===== config.mk =====
export PLATFORM = sky130hd
export DESIGN_NAME = rge_ctrl
export DESIGN_NICKNAME = d
export VERILOG_FILES = /design/src/hw/rtl/rge_pkg.sv /design/src/hw/rtl/rge_ctrl.sv
export SDC_FILE = /design/constraint.sdc
export NUM_CORES = 1
export LEC_CHECK = 0
export BUFFER_PORTS_ARGS = -buffer_cell sky130_fd_sc_hd__buf_2
export CAP_MARGIN = 5
export CORE_MARGIN = 2
export CORE_UTILIZATION = 40
export CTS_CLUSTER_SIZE = 20
export DETAILED_ROUTE_END_ITERATION = 12
export GPL_TIMING_DRIVEN = 1
export PLACE_DENSITY = 0.73
export SLEW_MARGIN = 20
export SYNTH_ARGS = -nofsm -noshare
export SYNTH_HDL_FRONTEND = slang
export SYNTH_SLANG_ARGS = --single-unit

===== constraint.sdc =====
create_clock -name clock -period 1.4 [get_ports clock]
set_clock_uncertainty 0.05 [all_clocks]
set_input_delay 0.14 -clock clock [delete_from_list [all_inputs] [get_ports clock]]
set_output_delay 0.14 -clock clock [all_outputs]
set_load 0.05 [all_outputs]

===== src/hw/rtl/rge_pkg.sv =====
// Shared types and constants for the reversible gate executor with undo.
// Holds operation, gate and status codes, the undo record layout and the
// command and status structs between controller and datapath. No dependencies.
package rge_pkg;

   localparam int NUM_BITS_DEF   = 256;
   localparam int HIST_DEPTH_DEF = 4096;

   localparam int KindW  = 2;
   localparam int GateW  = 2;
   localparam int IdxW   = 8;
   localparam int StatW  = 2;
   localparam int DepthW = 13;
   localparam int CfgW   = 9;

   localparam logic [CfgW-1:0] ACTIVE_BITS_RST = 9'd256;

   localparam logic [KindW-1:0] KIND_GATE  = 2'd0;
   localparam logic [KindW-1:0] KIND_READ  = 2'd1;
   localparam logic [KindW-1:0] KIND_WRITE = 2'd2;
   localparam logic [KindW-1:0] KIND_UNDO  = 2'd3;

   localparam logic [GateW-1:0] GATE_CCNOT = 2'd0;
   localparam logic [GateW-1:0] GATE_CNOT  = 2'd1;
   localparam logic [GateW-1:0] GATE_NOT   = 2'd2;
   localparam logic [GateW-1:0] GATE_SWAP  = 2'd3;

   localparam logic [StatW-1:0] STAT_DONE  = 2'd0;
   localparam logic [StatW-1:0] STAT_RANGE = 2'd1;
   localparam logic [StatW-1:0] STAT_EMPTY = 2'd2;
   localparam logic [StatW-1:0] STAT_FULL  = 2'd3;

   // One entry of the undo stack.
   typedef struct packed {
      logic [GateW-1:0] gate;
      logic [IdxW-1:0]  idx_a;
      logic [IdxW-1:0]  idx_b;
      logic [IdxW-1:0]  idx_c;
   } rec_type;

   localparam int RecW = $bits(rec_type);

   typedef struct packed {
      logic             clr_wr;
      logic             latch;
      logic             pop;
      logic             load_rec;
      logic             push;
      logic             set_status;
      logic [StatW-1:0] status;
      logic             rd_a;
      logic             rd_b;
      logic             rd_c;
      logic             wr1;
      logic             wr2;
      logic             resp_load;
   } ctl_cmd_type;

   typedef struct packed {
      logic             clr_last;
      logic [KindW-1:0] kind;
      logic [GateW-1:0] gate;
      logic             range_ok;
      logic             hist_empty;
      logic             hist_full;
      logic             rsp_free;
   } dp_flag_type;

endpackage


===== src/hw/rtl/rge_ctrl.sv =====
// Sequencing state machine of the reversible gate executor.
// Depends on rge_pkg for the command and flag structs.
module rge_ctrl (
   input  logic                 clock,
   input  logic                 reset,
   input  logic                 req_valid,
   output logic                 req_ready,
   input  rge_pkg::dp_flag_type flags,
   output rge_pkg::ctl_cmd_type cmd
);
   import rge_pkg::*;

   typedef enum logic [3:0] {
      ST_CLEAR, ST_IDLE, ST_DECODE, ST_POP, ST_CHECK,
      ST_RD_A, ST_RD_B, ST_RD_C, ST_WR1, ST_WR2, ST_RESP
   } state_type;

   state_type state_ff, state_in;
   logic      gate_like;

   // Undo replays the popped record as a gate.
   assign gate_like = (flags.kind == KIND_GATE) || (flags.kind == KIND_UNDO);

   always_comb begin
      state_in = state_ff;
      cmd      = '0;
      case (state_ff)
         ST_CLEAR: begin
            cmd.clr_wr = 1'b1;
            if (flags.clr_last) state_in = ST_IDLE;
         end
         ST_IDLE: begin
            if (req_valid) begin
               cmd.latch = 1'b1;
               state_in  = ST_DECODE;
            end
         end
         ST_DECODE: begin
            if (flags.kind == KIND_UNDO) begin
               if (flags.hist_empty) begin
                  cmd.set_status = 1'b1;
                  cmd.status     = STAT_EMPTY;
                  state_in       = ST_RESP;
               end else begin
                  cmd.pop  = 1'b1;
                  state_in = ST_POP;
               end
            end else begin
               state_in = ST_CHECK;
            end
         end
         ST_POP: begin
            cmd.load_rec = 1'b1;
            state_in     = ST_CHECK;
         end
         ST_CHECK: begin
            if (!flags.range_ok) begin
               cmd.set_status = 1'b1;
               cmd.status     = STAT_RANGE;
               state_in       = ST_RESP;
            end else if ((flags.kind == KIND_GATE) && flags.hist_full) begin
               cmd.set_status = 1'b1;
               cmd.status     = STAT_FULL;
               state_in       = ST_RESP;
            end else begin
               cmd.push = (flags.kind == KIND_GATE);
               state_in = ST_RD_A;
            end
         end
         ST_RD_A: begin
            cmd.rd_a = 1'b1;
            state_in = ST_RD_B;
         end
         ST_RD_B: begin
            cmd.rd_b = 1'b1;
            state_in = ST_RD_C;
         end
         ST_RD_C: begin
            cmd.rd_c = 1'b1;
            state_in = ST_WR1;
         end
         ST_WR1: begin
            cmd.wr1 = 1'b1;
            if (gate_like && (flags.gate == GATE_SWAP)) state_in = ST_WR2;
            else state_in = ST_RESP;
         end
         ST_WR2: begin
            cmd.wr2  = 1'b1;
            state_in = ST_RESP;
         end
         ST_RESP: begin
            if (flags.rsp_free) begin
               cmd.resp_load = 1'b1;
               state_in      = ST_IDLE;
            end
         end
         default: begin
            state_in = ST_IDLE;
         end
      endcase
   end

   logic ready_ff;

   always_ff @(posedge clock) begin
      if (reset) begin
         state_ff <= ST_CLEAR;
         ready_ff <= 1'b0;
      end else begin
         state_ff <= state_in;
         ready_ff <= (state_in == ST_IDLE);
      end
   end

   assign req_ready = ready_ff;
endmodule


==> results list, run 1 <==
- Post-synth EDFFs: 0
* Die Y-Extent: 41.9 um
* Clock root buffer: clkbuf_4
- First logged error message: [ERROR DPL-0038] Utilization greater than 100%, impossible to legalize
- The run stopped with a tool error.
* Final estimated routing congestion in global placement: 0.838
- Synth Area per Inst: 7.66 um2
- Summed over all instances, the cell type with the most area after synthesis is dfxtp_1.
- Cts bufs inserted: 3
- Effective utilization at floorplan: 43.6%
* Ranking of synthesized cells by area: dfxtp_1 17%, nand2_1 5.9%, nor2_1 4.6%
- Counting flops with an async set or reset pin after synthesis yields a share of 0%.
* Combined area of all synthesized cells: 574 um2
* Flip-flop and latch count after synthesis: 5
* Maximum number of pins on one net before global-route repair: 11
- Horizontal die dimension: 41.9 um
* Distinct cells, synth: 38
- The stage where the run came to a stop is 5_1_grt.
- When the global-route repair_timing finished, the worst setup path ended at cmd[9].
- During I/O placement, the number of pins put on the boundary was 27.
* Kind of pin the worst path terminates on: top-level output
- For this run, the register share of the synthesized area comes to 17.4%.
- Instance count after placement with tap cells included: 131
- In this run the tool buffered the top-level ports with 26 buffer cells.
- Main flop type after synthesis: dfxtp_1
* Number of clock sinks: 5
* Instance count of the mapped netlist: 75
* Clock Tree Buf Depth: 2
* Most frequent cells after synthesis: 9 x nand2_1, 7 x nor2_1, 6 x inv_1
- Net count after synthesis: 89
- Cell with the most instances after synthesis: nand2_1
- In this run the biggest area consumer among cell types represents 17.4% of the synthesized area.
* Row cnt: 13
- In this run the cell area measured after placement is 923 um2.
- CTS built an H-tree with a depth of 1.
* Detailed Place HPWL: 1.51 mm
* Count of yosys warnings during synthesis: 0
==> what timing repair did <==
action	CTS
pin swaps	10
setup buffers	4
resized for setup	60
hold buffers	0
endpoints found under the setup margin	19
==> metrics by stage <==
stage                     setup WS, ns  util, %  hold WS (ns)
after floorplan                 -0.143        -         0.150
after global placement          -0.147     70.1         0.315
after detailed placement        -0.181     70.1         0.319
after CTS                       -0.276     90.8        0.0602
==> cells by family after synthesis <==
| group | Yosys count | share of synthesized area, % |
|---|---|---|
| muxes | 1 | 1.96 |
| DFF | 5 | 17.4 |
| buffers and inverters | 10 | 10.5 |
| AOI/OAI and AO/OA | 19 | 26.6 |
| adders and majority gates | 2 | 4.36 |
| and+or+nand+nor | 38 | 39.2 |
==> inputs of run 2 (changes only) <==
--- a/config.mk
+++ b/config.mk
@@ -7,12 +7,11 @@
 export LEC_CHECK = 0
 export BUFFER_PORTS_ARGS = -buffer_cell sky130_fd_sc_hd__buf_2
 export CAP_MARGIN = 5
-export CORE_MARGIN = 2
-export CORE_UTILIZATION = 40
-export CTS_CLUSTER_SIZE = 20
+export CORE_AREA = 2 2 63 65
 export DETAILED_ROUTE_END_ITERATION = 12
+export DIE_AREA = 0 0 65 67
 export GPL_TIMING_DRIVEN = 1
-export PLACE_DENSITY = 0.73
+export PLACE_DENSITY_LB_ADDON = 0.15
 export SLEW_MARGIN = 20
 export SYNTH_ARGS = -nofsm -noshare
 export SYNTH_HDL_FRONTEND = slang
==> constraint.sdc (replaced) <==
create_clock -name clock -period 1.8 [get_ports clock]
set_clock_uncertainty 0.05 [all_clocks]
set_input_delay 0.18 -clock clock [delete_from_list [all_inputs] [get_ports clock]]
set_output_delay 0.18 -clock clock [all_outputs]
set_load 0.05 [all_outputs]
==> results list, run 2 <==
* Share of the core filled with cells in the final layout: 24.1%
* Achievable Freq: 573 MHz
- After synthesis, the cell types taking the most area are dfxtp_1 17%, nand2_1 5.9%, nor2_1 4.6%.
* Final-report max-slew violation count: 0
- For this run, the register share of the synthesized area comes to 17.4%.
* Effective utilization at floorplan: 15.9%
- Clock latency reported for the late side of the worst-skew pair: 0.22 ns
- Nature of the critical path endpoint: primary output
* Largest Register: state_ff
- GRT Util Overall: 8.68%
* Capturing point of the worst reg2reg path: req_ready
- In this run the clock root is driven by a clkbuf_8.
* CP Data Required Time: 1.57 ns
- In the finished design, the share of the clock period the worst path needs comes to 97.0%.
- For this run, the number of Yosys warnings is 0.
- Final estimated routing congestion in global placement: 0.750
* WL/cell: 11.6 um
- The number of antenna violations at the first check in global routing is 0.
* Post-placement worst setup slack: 0.0889 ns
- Number of buffers added on ports: 26
* Number of cells traversed by the worst hold path: 2
- Worst Hold Class: in -> reg
* Aggregate global routing overflow: 0
* Maximum number of pins on one net before global-route repair: 15
* Net switching power of the design: 0.274 mW
- For this run, the leading register cell type out of synthesis is dfxtp_1.
- Net switching fraction of the power: 40.8%
- Measured in cells, the most critical reg-to-reg path has a length of 5.
- The register with the most flip-flops in the layout has 4 of them.
- Final hold violations: 0
* Commonest non-fill, non-tap cells in the layout: 22 x buf_2, 10 x buf_4, 9 x nand2_1, 6 x inv_1, 6 x nor2_1
* DIE AREA: 0.00436 mm2
* Least setup slack across all paths after layout: 0.0545 ns
- Among all cell types in the netlist, the one instantiated most often is nand2_1.
- After synthesis the netlist holds a flip-flop and latch count of 5.
- Type of element launching the critical path: flip-flop
- The detail route stage leaves a number of antenna-violating nets equal to 0.
- Clock tree from TritonCTS: yes
- Clock tree synthesis inserted a total of 3 buffers.
- Distinct cells, synth: 38
- Post-synth EDFFs: 0
- Layout overhead on the synthesized area: 51.6%
- After floorplanning, the core was sized to cover 0.00361 mm2.
- Number of global-route vias before repair: 616
- For the pin with the worst max-slew slack, the measured transition is 0.397 ns.
- Internal power comes to 0.397 mW.
- Worst supply voltage drop on vdd: 190 uV
- The synthesized netlist occupies a cell area of 574 um2.
* Total wire length: 1.81 mm
- Share of total power in combinational logic: 46.7%
* Largest fanout on the critical path: 5
- In the synthesized netlist the async set-or-reset flop fraction comes to 0%.
* Hold Path Origin: reset
* DR pass1 iterations: 4
- The clock network burns 31.0% of the power.
* Number of clock sinks: 5
* Setup slack of the most critical reg-to-reg path: 0.14 ns
- Static Leakage: 0.399 nW
- Synth Area per Inst: 7.66 um2
* Fraction of layout instances using a drive strength above 1: 48.1%
* Slew HR: 73.4%
- Status: finished, final reports clean
* Post-synth top area cell: dfxtp_1
- Setup violation total in the final timing report: 0
- Across all layers, the routed design uses 666 vias.
* Most frequent cells after synthesis: 9 x nand2_1, 7 x nor2_1, 6 x inv_1
* Instance count of the mapped netlist: 75
* Class of the most critical setup path: reg -> out
- Global-route wire length before repair: 2.84 mm
- After layout, the minimum clock period comes to 1.75 ns.
* Final antenna diode count: 0
- For this run, design rule violations remaining after detail routing come to 0.
- Startpoint of the lowest-slack register-to-register path: state_ff[1]
- Dividing the detail-routed via count by the number of cells gives 4.27.
- Net count after synthesis: 89
- CTS clock-pin slew for the worst setup and hold paths: 0.03 ns
- Across the run, the number of max-cap violations was 0.
- For this run, the post-layout net count is 123.
- Die Y-Extent: 67 um
* Clock Tree Buf Depth: 2
* Worst Path Arrival: 1.52 ns
* Most common cell after layout, fill and taps aside: buf_2
- Power Density: 770 mW/mm2
* Horizontal die dimension: 65 um
* Power after layout: 0.671 mW
- Proportion of power drawn by flip-flops and latches: 22.3%
- Starting DRT DRC Count: 15
* Setup repair after global routing missed its margin: false
* Number of placed I/O pins: 27
* Fraction of synthesized cell area taken by the top area cell type: 17.4%
- For hold timing, the worst endpoint is req_ready.
- Row cnt: 22
- Clock H-tree levels: 1
- Detailed placement ended at an HPWL of 1.51 mm.
[run 2: logic make-up (layout without fill, tap and decap cells)]
family	after synthesis	count (layout)	share of synthesized area (%)
AND/OR/NAND/NOR	38	38	39.2
AO/OA/AOI/OAI	19	19	26.6
buffers and inverters	10	43	10.5
flip-flops	5	5	17.4
adder cells (fa/ha/maj)	2	2	4.36
multiplexers	1	1	1.96
[run 2: power by group through the flow]
stage	clock, mW	combinational, mW	sequential [mW]
floorplan	0	0.216	0.163
global placement	0	0.311	0.149
detailed placement	0	0.309	0.147
CTS	0.214	0.314	0.149
global route	0.223	0.340	0.151
finish	0.208	0.313	0.150
[run 2: layer usage]
metal  up-vias  wire (um)  GRT usage, %
met2        19        888          14.2
li1        342          -             -
met1       303        823          10.9
met3         2         76          1.86
met4         0         22          3.99
met5         -          0             0
[run 2: worst max path at each step]
stage	from	endpoint	slack, ns	cells past startpoint
2_1_floorplan	state_ff[0]	cmd[9]	-0.04	3
3_3_place_gp	state_ff[3]	req_ready	0.05	5
3_5_place_dp	state_ff[2]	cmd[9]	0.09	4
4_1_cts	state_ff[2]	cmd[9]	-0.002	4
5_1_grt	state_ff[3]	cmd[8]	0.006	5
6_report	state_ff[0]	cmd[9]	0.05	4
[run 2: layout make-up]
class,instances,area [um2]
repair buffers,33,193
clock buffers,4,45.0
well taps,48,60.1
multi-input cells,60,448
fillers,414,2740
inverters,6,22.5
flip-flops and latches,5,103
[run 2: metrics by stage]
step                      instance area [um2]  instances  TNS (ns)  hold slack, ns
after detailed placement                  800        152         0           0.378
final                                     871        156         0           0.147
after global placement                    800        152         0           0.380
after floorplan                           594         75   -0.0436           0.199
after CTS                                 865        156  -0.00226           0.146
after global routing                      871        156         0           0.157
[run 2: worst max-delay path, stage by stage, from the launching register on]
cell and delay (ns):
dfxtp_1 0.37, nor4b_4 0.35, nand2_1 0.15, nor3b_2 0.19, buf_4 0.22
[run 2: repair_timing]
| item | in CTS | in global routing |
|---|---|---|
| hold buffers | 0 | 0 |
| resized for setup | 6 | 3 |
| cloned | 0 | 0 |
| pin swaps | 1 | 1 |
| buffers inserted | 0 | 0 |
| endpoints found under the setup margin | 3 | 4 |
Note: power is estimated with default switching activity, not from simulation.
==> inputs of run 3 (changes only) <==
--- a/config.mk
+++ b/config.mk
@@ -5,6 +5,7 @@
 export SDC_FILE = /design/constraint.sdc
 export NUM_CORES = 1
 export LEC_CHECK = 0
+export ABC_AREA = 1
 export BUFFER_PORTS_ARGS = -buffer_cell sky130_fd_sc_hd__buf_2
 export CAP_MARGIN = 5
 export CORE_AREA = 2 2 63 65
==> results list, run 3 <==
- Once the floorplan was initialized, standard cells occupied 15.1% of the core.
- The core region is 0.00361 mm2.
- The later pin in the worst-skew pair is clocked with a latency of 0.22 ns.
* WL/cell: 8.85 um
- Entering global routing, the biggest net connects 7 pins.
* Synth Area per Inst: 5.49 um2
- Yosys printed 0 warnings.
- Instance count of the mapped netlist: 99
* Non-filler cells, final: 177
- In this run, synthesis produced a sequential element count of 5.
- For flop-to-flop paths, the worst setup slack is 0.44 ns.
* Antenna Nets Post-Route: 0
- After synthesis, the cell types taking the most area are dfxtp_1 18%, nand2_1 18%, inv_1 14%.
- The flow ran to the end, and the final reports show no timing, DRC or antenna violations.
- Starting DRT DRC Count: 28
- Setup repair after global routing left no endpoint under its margin.
- Worst Path Arrival: 1.42 ns
- Slew HR: 80.8%
- In the layout the commonest cells are 26 x nand2_1, 24 x buf_2, 20 x inv_1, 18 x nor2_1, 7 x nand3_1.
- The cell area that synthesis handed to floorplanning was 543 um2.
- Async S/R FF share, synth: 0%
- Worst Hold Class: in -> reg
* Final antenna diode count: 0
* Power Density: 936 mW/mm2
- The worst register-to-register path begins at state_ff[0].
- Count of maximum capacitance violations: 0
- After clock tree synthesis, the clock-pin slew on the worst setup and hold paths is 0.03 ns.
- Area of all sequential standard cells: 101 um2
- Setup violations remaining at the end of the flow were counted as 0.
- Clock tree from TritonCTS: yes
- In this run the vertical extent of the chip is 67 um.
* Most frequent cells after synthesis: 26 x nand2_1, 20 x inv_1, 19 x nor2_1
- Count of filler cells inserted in the layout: 418
- STA classifies the critical path endpoint as a primary output.
- For this run, the total global-route usage over all layers was measured as 7.93%.
* Proportion of synthesized chip area in sequential cells: 18.4%
* Post-placement worst setup slack: 0.273 ns
- Number of global-route vias before repair: 617
* Cell with the most instances after synthesis: nand2_1
- Detailed placement finished with a half-perimeter wire length of 1.36 mm.
- In this run the horizontal extent of the chip is 65 um.
- Instance count after placement with tap cells included: 173
- More flip-flops sit in one register than any other, and that register is state_ff.
- Aggregate global routing overflow: 0
- Row cnt: 22
- In this run the number of H-tree levels came out at 1.
* Type of element launching the critical path: flip-flop
- Number of cells traversed by the worst hold path: 2
* Quantity of hold-fixing buffers added after cts: 0
* Cts bufs inserted: 3
- After synthesis, the netlist uses 16 different library cells.
* Fraction of synthesized cell area taken by the top area cell type: 18.4%
* Clock root buffer: clkbuf_8
- Layout overhead on the synthesized area: 46.5%
* Clock Tree Buf Depth: 2
- DIE AREA: 0.00436 mm2
- In this run the most critical hold path is launched from reset.
- Multi-input combinational cell area: 364 um2
- Setup TNS Final: 0 ns
* Net count after synthesis: 113
* Largest fanout on the critical path: 6
* Main flop type after synthesis: dfxtp_1
- Number of placed I/O pins: 27
- The critical path is of the reg -> out type.
- Achievable Freq: 608 MHz
* Detailed-route via count: 651
- Worst supply voltage drop on vdd: 145 uV
* Initial antenna violation count: 0
- Leaving out fill and tap cells, the most frequent cell in the layout is nand2_1.
- Capture endpoint of the worst hold path: state_ff[2]
- In this run the static leakage power is 0.499 nW.
- The register with the most flip-flops in the layout has 4 of them.
- In the routed layout, each cell is associated on average with a via count of 3.68.
- Buffers placed on the I/O ports in this run total 26.
- Yosys mapped a number of flops with a built-in enable equal to 0.
* Count of cells along the worst register-to-register path: 9
- Worst slew pin tran: 0.287 ns
- For this design, the sink count on the clock tree is 5.
- Final estimated routing congestion in global placement: 0.763
- Post-synth top area cell: dfxtp_1
- Least setup slack across all paths after layout: 0.154 ns
- Total wire length: 1.57 mm
- The count of final hold-check violations was 0.
* CP Data Required Time: 1.57 ns
- The count of pins over their slew limit is 0.
* Final cycle utilization of the critical path: 91.4%
- Global-route wire length before repair: 2.66 mm
* Drt drc: 0
- After layout, the minimum clock period comes to 1.65 ns.
* Number of nets at the end of the flow: 144
* Capturing point of the worst reg2reg path: req_ready
- The first detailed-routing pass ran for 4 iterations.
- The post-route netlist has 35.7% of its cells at a drive strength greater than 1.
run 3: cell count changes in the layout (fill, tap and decap cells not counted), moves of 6 or more:
cell / before / now
buf_4: 10 / 1
inv_1: 6 / 20
nand2_1: 9 / 26
nand3_1: 1 / 7
nor2_1: 6 / 18
run 3: timing repair:
item / in CTS / in global routing
setup endpoints to repair: 0 / 2
setup buffers: 0 / 0
resized for setup: 0 / 7
run 3: power by group:
group	internal [mW]	switching (mW)	leakage, nW
Sequential	0.135	0.0276	0.0414
Combinational	0.100	0.273	0.435
Clock	0.152	0.0561	0.0228
run 3: cell families (layout without fill, tap and decap cells):
logic type | after synthesis | count (layout) | share of synthesized area, %
AO/OA/AOI/OAI | 3 | 3 | 2.76
adder cells (fa/ha/maj) | 2 | 2 | 4.61
buffers and inverters | 23 | 53 | 15.9
flip-flops | 5 | 5 | 18.4
AND/OR/NAND/NOR | 66 | 66 | 58.3
run 3: stage by stage:
step / utilization, % / instance area [um2] / hold slack [ns] / total power, mW
final: 22.1 / 796 / 0.112 / 0.744
after detailed placement: 20.5 / 738 / 0.350 / 0.536
after floorplan: - / 548 / 0.202 / 0.444
after CTS: 21.7 / 783 / 0.120 / 0.747
after global placement: 20.5 / 738 / 0.348 / 0.538
after global routing: 22.1 / 796 / 0.124 / 0.807
run 3: area by class of cell:
class	count	share of cell area, %
Sequential cell	5	12.7
Clock buffer	4	5.66
Timing Repair Buffer	26	17.5
Inverter	23	10.8
Tap cell	48	7.55
Multi-Input combinational cell	71	45.8
run 3: worst max path at each step:
stage / end / startpoint / cells after the start
2_1_floorplan: cmd[7] / state_ff[2] / 6
3_3_place_gp: cmd[9] / state_ff[2] / 7
3_5_place_dp: cmd[9] / state_ff[2] / 7
4_1_cts: cmd[9] / state_ff[2] / 7
5_1_grt: cmd[9] / state_ff[2] / 7
6_report: cmd[8] / state_ff[1] / 5
run 3: routing by layer:
| layer | up-vias | GRT usage, % | wire, um |
|---|---|---|---|
| li1 | 354 | - | - |
| met1 | 278 | 9.85 | 744 |
| met5 | - | 0 | 0 |
| met4 | 0 | 3.99 | 15 |
| met2 | 17 | 13.0 | 718 |
| met3 | 2 | 1.52 | 89 |
run 3: worst max-delay path, cell delays in order (launching register included):
cell	delay [ns]
dfxtp_1	0.41
inv_2	0.09
nor2_4	0.17
nand4_1	0.13
nand2_1	0.13
buf_2	0.27
